===== config.mk =====
export PLATFORM = sky130hd
export DESIGN_NAME = fhdd_ctrl
export DESIGN_NICKNAME = d
export VERILOG_FILES = /design/src/rtl/core/fhdd_pkg.sv /design/src/rtl/core/fhdd_ctrl.sv
export SDC_FILE = /design/constraint.sdc
export NUM_CORES = 1
export LEC_CHECK = 0
export ABC_CLOCK_PERIOD_IN_PS = 4000
export BUFFER_PORTS_ARGS = -buffer_cell sky130_fd_sc_hd__buf_2
export CORE_MARGIN = 4
export CORE_UTILIZATION = 40
export CTS_BUF_LIST = sky130_fd_sc_hd__clkbuf_4
export CTS_CLUSTER_DIAMETER = 120
export DETAILED_ROUTE_END_ITERATION = 10
export PLACE_DENSITY = 0.73
export SYNTH_ARGS = -nofsm -noshare
export SYNTH_HDL_FRONTEND = slang
export SYNTH_SLANG_ARGS = --single-unit

===== constraint.sdc =====
create_clock -name clk_i -period 4 [get_ports clk_i]
set_clock_uncertainty 0.15 [all_clocks]
set_input_delay 1.2 -clock clk_i [delete_from_list [all_inputs] [get_ports clk_i]]
set_output_delay 1.2 -clock clk_i [all_outputs]
set_load 0.02 [all_outputs]

===== src/rtl/core/fhdd_pkg.sv =====
// shared constants, codes and controller/datapath interface structs
// for the heat deposit and diffuse unit; no dependencies
package fhdd_pkg;

  localparam int unsigned MAX_WIDTH     = 64;
  localparam int unsigned MAX_HEIGHT    = 32;
  localparam int unsigned STORE_DEPTH   = MAX_WIDTH * MAX_HEIGHT;
  localparam int unsigned ADDR_W        = $clog2(STORE_DEPTH);
  localparam int unsigned MIN_SWEEP_DIM = 3;

  localparam int unsigned WIDTH_W  = 7;
  localparam int unsigned HEIGHT_W = 6;
  localparam int unsigned CFG_W    = 7;
  localparam int unsigned X_W      = 6;
  localparam int unsigned Y_W      = 5;
  localparam int unsigned HEAT_W   = 8;
  localparam int unsigned ACC_W    = HEAT_W + 2;
  localparam int unsigned PROD_W   = Y_W + WIDTH_W;

  typedef enum logic [1:0] {
    MODE_CLEAR   = 2'd0,
    MODE_DEPOSIT = 2'd1,
    MODE_SWEEP   = 2'd2,
    MODE_READ    = 2'd3
  } mode_e;

  typedef enum logic {
    REG_FRAME_WIDTH  = 1'b0,
    REG_FRAME_HEIGHT = 1'b1
  } reg_idx_e;

  typedef enum logic [2:0] {
    ADDR_CLR    = 3'd0,
    ADDR_ITEM   = 3'd1,
    ADDR_LEFT   = 3'd2,
    ADDR_RIGHT  = 3'd3,
    ADDR_UP     = 3'd4,
    ADDR_DOWN   = 3'd5,
    ADDR_CENTER = 3'd6
  } addr_sel_e;

  typedef enum logic [1:0] {
    WR_ZERO = 2'd0,
    WR_MAX  = 2'd1,
    WR_DIFF = 2'd2
  } wr_sel_e;

  typedef enum logic [1:0] {
    ACC_HOLD = 2'd0,
    ACC_LOAD = 2'd1,
    ACC_ADD  = 2'd2
  } acc_op_e;

  typedef struct packed {
    logic      load_item;
    logic      rd_en;
    logic      wr_en;
    addr_sel_e addr_sel;
    wr_sel_e   wr_sel;
    acc_op_e   acc_op;
    logic      clr_step;
    logic      sweep_init;
    logic      sweep_step;
    logic      res_load;
  } dp_cmd_t;

  typedef struct packed {
    mode_e mode;
    logic  in_frame;
    logic  sweep_ok;
    logic  sweep_last;
    logic  clr_last;
  } dp_status_t;

endpackage


===== src/rtl/core/fhdd_ctrl.sv =====
// controller state machine: store clearing, item decode, deposit/read
// access, sweep sequencing and output handshake; uses fhdd_pkg
module fhdd_ctrl (
  input  logic                 clk_i,
  input  logic                 rst_ni,
  input  logic                 in_valid_i,
  output logic                 in_stall_o,
  output logic                 out_valid_o,
  input  logic                 out_stall_i,
  output fhdd_pkg::dp_cmd_t    cmd_o,
  input  fhdd_pkg::dp_status_t status_i
);
  import fhdd_pkg::*;

  typedef enum logic [11:0] {
    ST_INIT    = 12'b0000_0000_0001,
    ST_IDLE    = 12'b0000_0000_0010,
    ST_DECODE  = 12'b0000_0000_0100,
    ST_CLEAR   = 12'b0000_0000_1000,
    ST_ITEM_RD = 12'b0000_0001_0000,
    ST_ITEM_WR = 12'b0000_0010_0000,
    ST_SW_L    = 12'b0000_0100_0000,
    ST_SW_R    = 12'b0000_1000_0000,
    ST_SW_U    = 12'b0001_0000_0000,
    ST_SW_D    = 12'b0010_0000_0000,
    ST_SW_W    = 12'b0100_0000_0000,
    ST_RESULT  = 12'b1000_0000_0000
  } state_e;

  state_e state_q, state_d;
  logic   out_valid_q, out_valid_d;
  logic   out_take;

  assign out_take = out_valid_q && !out_stall_i;

  always_comb begin
    state_d          = state_q;
    cmd_o.load_item  = 1'b0;
    cmd_o.rd_en      = 1'b0;
    cmd_o.wr_en      = 1'b0;
    cmd_o.addr_sel   = ADDR_CLR;
    cmd_o.wr_sel     = WR_ZERO;
    cmd_o.acc_op     = ACC_HOLD;
    cmd_o.clr_step   = 1'b0;
    cmd_o.sweep_init = 1'b0;
    cmd_o.sweep_step = 1'b0;
    cmd_o.res_load   = 1'b0;
    case (state_q)
      ST_INIT, ST_CLEAR: begin
        cmd_o.wr_en    = 1'b1;
        cmd_o.clr_step = 1'b1;
        if (status_i.clr_last) begin
          state_d = (state_q == ST_INIT) ? ST_IDLE : ST_RESULT;
        end
      end
      ST_IDLE: begin
        if (in_valid_i) begin
          cmd_o.load_item = 1'b1;
          state_d         = ST_DECODE;
        end
      end
      ST_DECODE: begin
        case (status_i.mode)
          MODE_CLEAR: state_d = ST_CLEAR;
          MODE_SWEEP: begin
            if (status_i.sweep_ok) begin
              cmd_o.sweep_init = 1'b1;
              state_d          = ST_SW_L;
            end else begin
              state_d = ST_RESULT;
            end
          end
          default: state_d = ST_ITEM_RD;
        endcase
      end
      ST_ITEM_RD: begin
        cmd_o.addr_sel = ADDR_ITEM;
        cmd_o.rd_en    = 1'b1;
        state_d        = ST_ITEM_WR;
      end
      ST_ITEM_WR: begin
        cmd_o.addr_sel = ADDR_ITEM;
        cmd_o.wr_sel   = WR_MAX;
        cmd_o.wr_en    = (status_i.mode == MODE_DEPOSIT) && status_i.in_frame;
        state_d        = ST_RESULT;
      end
      ST_SW_L: begin
        cmd_o.addr_sel = ADDR_LEFT;
        cmd_o.rd_en    = 1'b1;
        state_d        = ST_SW_R;
      end
      ST_SW_R: begin
        cmd_o.addr_sel = ADDR_RIGHT;
        cmd_o.rd_en    = 1'b1;
        cmd_o.acc_op   = ACC_LOAD;
        state_d        = ST_SW_U;
      end
      ST_SW_U: begin
        cmd_o.addr_sel = ADDR_UP;
        cmd_o.rd_en    = 1'b1;
        cmd_o.acc_op   = ACC_ADD;
        state_d        = ST_SW_D;
      end
      ST_SW_D: begin
        cmd_o.addr_sel = ADDR_DOWN;
        cmd_o.rd_en    = 1'b1;
        cmd_o.acc_op   = ACC_ADD;
        state_d        = ST_SW_W;
      end
      ST_SW_W: begin
        cmd_o.addr_sel   = ADDR_CENTER;
        cmd_o.wr_sel     = WR_DIFF;
        cmd_o.wr_en      = 1'b1;
        cmd_o.sweep_step = 1'b1;
        state_d          = status_i.sweep_last ? ST_RESULT : ST_SW_L;
      end
      ST_RESULT: begin
        if (!out_valid_q || !out_stall_i) begin
          cmd_o.res_load = 1'b1;
          state_d        = ST_IDLE;
        end
      end
      default: state_d = ST_IDLE;
    endcase
  end

  always_comb begin
    out_valid_d = out_valid_q;
    if (cmd_o.res_load) begin
      out_valid_d = 1'b1;
    end else if (out_take) begin
      out_valid_d = 1'b0;
    end
  end

  always_ff @(posedge clk_i or negedge rst_ni) begin
    if (!rst_ni) begin
      state_q     <= ST_INIT;
      out_valid_q <= 1'b0;
    end else begin
      state_q     <= state_d;
      out_valid_q <= out_valid_d;
    end
  end

  assign in_stall_o  = (state_q != ST_IDLE);
  assign out_valid_o = out_valid_q;

endmodule


==> run metrics <==
run status finished, final reports clean; # rows 17; Reg clk slew, reported paths 80 ps; Post-Syn Nets between 100 and 150; diodes inserted 0; post-synthesis share of cell area spent on full adders, half adders and majority gates 0; Die H 57.7 um; Arr. time, crit path 2220 ps; DP Wirelength around 1700 um; Hold Crit Class register to register; GR peak layer met2; Residual DRC 0; Compound-Gate Fraction of Synth Area 0.162; Vias 888; initial antenna violation count 0; Pwr Density around 420 mW/mm^2; crit-path max FO 9; startpoint types register; final slew viol count 0; simple-gate portion of the synthesized area 0.365; CTS buffer count 3; Die ar. approximately 0.0033 mm^2; flops & latches, synth 13; Yosys cell types 43; Crit. End Element primary output; sequential area share after synthesis 0.331; Detail Route Antenna Nets 0; RSZ-0062 raised after global routing no; TritonRoute pass-1 iters 4; DP Worst Slack 585 ps; Final Hold Viols 0; Crit-path slowest cell dfrtp_1; Synth Area in XOR/XNOR 0.0532; H-tree Lvls 1; Syn Inst Count about 110; Nets 142; Final Cycle Share 0.893; I/O Buffers 25; critical path cell sequence nor4_4, nand2_1, or3_1, a21oi_1, o21bai_1, buf_2; required time of the critical path 2650 ps; slack of the critical path 430 ps; Crit Path Category register to primary output; Rel. slew slack 0.755; TritonCTS clock tree built; CP bufs+invs 1; initial DRC count 25; CORE AREA 0.00228 mm^2; share of layout cells above drive strength 1 0.305; clk sinks 13; # fillers ~220; mux share of post-synthesis cell area 0; via/cell ratio 5.58; Post-CTS Setup Repair Bufs 0; worst hold slack 423 ps; vias in the first global route 778; DR WL/cell 13.7 um; VDD IR max 0.000370 V; placed insts 155; Max Fclk between 200 and 300 MHz; setup violators final 0; Post-synth EDFFs 0; Synth Flop Type dfrtp_1; Avg Cell Area, Syn 8.81 um^2; Ports 26; first-pass GRT wire length 3580 um; GP Congestion between 0.8 and 0.9; Total GRT Usage 0.136; largest net degree at the start of global routing 14; worst-skew pair later-pin latency about 270 ps; Crit path largest cell delay just over 500 ps; clock buffer depth 2; Ys Warns 0; cts hold-fix bufs 0; synthesis-to-layout area growth 12.7%; met2 Usage GRT 0.203; GR Util met1 0.194; TNS Setup 0 ps; drt total wl 2180 um; met3 Resource Use GR 0.0245; root buffer cell clkbuf_4; Synth Cell Area about 990 um^2; Horiz. Die Dim 57.7 um; share of flip-flops with an asynchronous set or reset 1.00; largest family of logic cells by synthesized area simple AND/OR/NAND/NOR gates; Tot Pwr between 0.0004 and 0.0005 W; Layout Cells excl Fill roughly 160; grt total ovfl 0; Worst Tran Pin Value 365 ps; fin crit period 3570 ps; Starting Density 0.434; post_cts resized 0; leakage power 0.574 nW; Crit path max-delay family simple AND/OR/NAND/NOR gates; max-cap viol count 0
[sequential cells by signal, summed over array words and instances, names as in the netlist]
signal       cells
state_q         12
out_valid_o      1
[metrics by stage]
| step | util | cell area (um^2) |
|---|---|---|
| finish | 0.489 | 1110 |
| global route | 0.489 | 1110 |
| CTS | 0.489 | 1110 |
| detailed placement | 0.476 | 1080 |
| global placement | 0.476 | 1080 |
| floorplan | - | 987 |
[path summary, 6_finish.rpt]
kind,cells past startpoint,slack (ps),end,from
setup / recovery,6,430,cmd_o[12],state_q[3]
hold reg to reg,2,420,out_valid_o,out_valid_o
hold / removal,2,420,out_valid_o,out_valid_o
setup reg to reg,5,1820,state_q[3],state_q[7]
min in group asynchronous,1,650,state_q[5],rst_ni
max in group asynchronous,1,2770,state_q[0],rst_ni
[synth_stat cells, types with 2 or more instances]
cell type	instances	area share
dfrtp_1	12	0.30
xor2_1	2	0.018
xnor2_1	4	0.035
buf_4	2	0.015
o21ai_0	6	0.030
nor2_1	12	0.046
buf_2	3	0.015
nor3_1	5	0.025
nor4b_1	2	0.018
nand2b_1	4	0.025
and4_1	3	0.027
nand3_1	2	0.010
clkbuf_1	2	0.0076
nand2_1	8	0.030
or4_1	3	0.023
nor4_4	3	0.065
buf_6	2	0.023
o21bai_1	2	0.015
a21oi_1	6	0.030
inv_1	6	0.023
[kinds of logic after synthesis]
logic type	after synthesis
AND/OR/NAND/NOR	54
AO/OA/AOI/OAI	23
buffers and inverters	16
flip-flops	13
XOR/XNOR	6
[worst register-to-register path: cells and delay by family (launching register included)]
kind / cells / cell delay, ps
compound gates: 2 / 360
flops: 1 / 490
simple gates: 3 / 1120
[metal layers]
| metal | vias to the layer above | share of wire |
|---|---|---|
| met4 | 0 | 0.016 |
| met1 | 411 | 0.50 |
| li1 | 449 | - |
| met3 | 4 | 0.063 |
| met2 | 24 | 0.42 |
| met5 | - | 0 |
[placed cells by master (no fill, tap or decap), types with 2 or more instances in the layout]
| cell | Yosys | layout |
|---|---|---|
| and4_1 | 3 | 3 |
| nor2_1 | 12 | 12 |
| nand3_1 | 2 | 2 |
| or4_1 | 3 | 3 |
| a21oi_1 | 6 | 6 |
| nor4_4 | 3 | 3 |
| nand2b_1 | 4 | 4 |
| xnor2_1 | 4 | 4 |
| clkbuf_4 | 0 | 4 |
| inv_1 | 6 | 6 |
| dfrtp_1 | 12 | 12 |
| o21bai_1 | 2 | 2 |
| nor4b_1 | 2 | 2 |
| buf_2 | 3 | 25 |
| xor2_1 | 2 | 2 |
| nand2_1 | 8 | 8 |
| nor3_1 | 5 | 5 |
| o21ai_0 | 6 | 6 |
[final cells by class]
type                            count  area [um^2]  area share
Multi-Input combinational cell     83          573       0.515
Sequential cell                    13          327       0.294
Timing Repair Buffer               25          125       0.112
Tap cell                           28         35.0      0.0315
Clock buffer                        4         30.0      0.0270
Inverter                            6         22.5      0.0202
[report_power, final]
group	internal (W)	total, W	switching [W]
Clock	0.0000454	0.0000897	0.0000443
Combinational	0.0000838	0.000193	0.000109
Sequential	0.000145	0.000181	0.0000358
Total	0.000274	0.000463	0.000189
(Power assumes the default switching activity.)
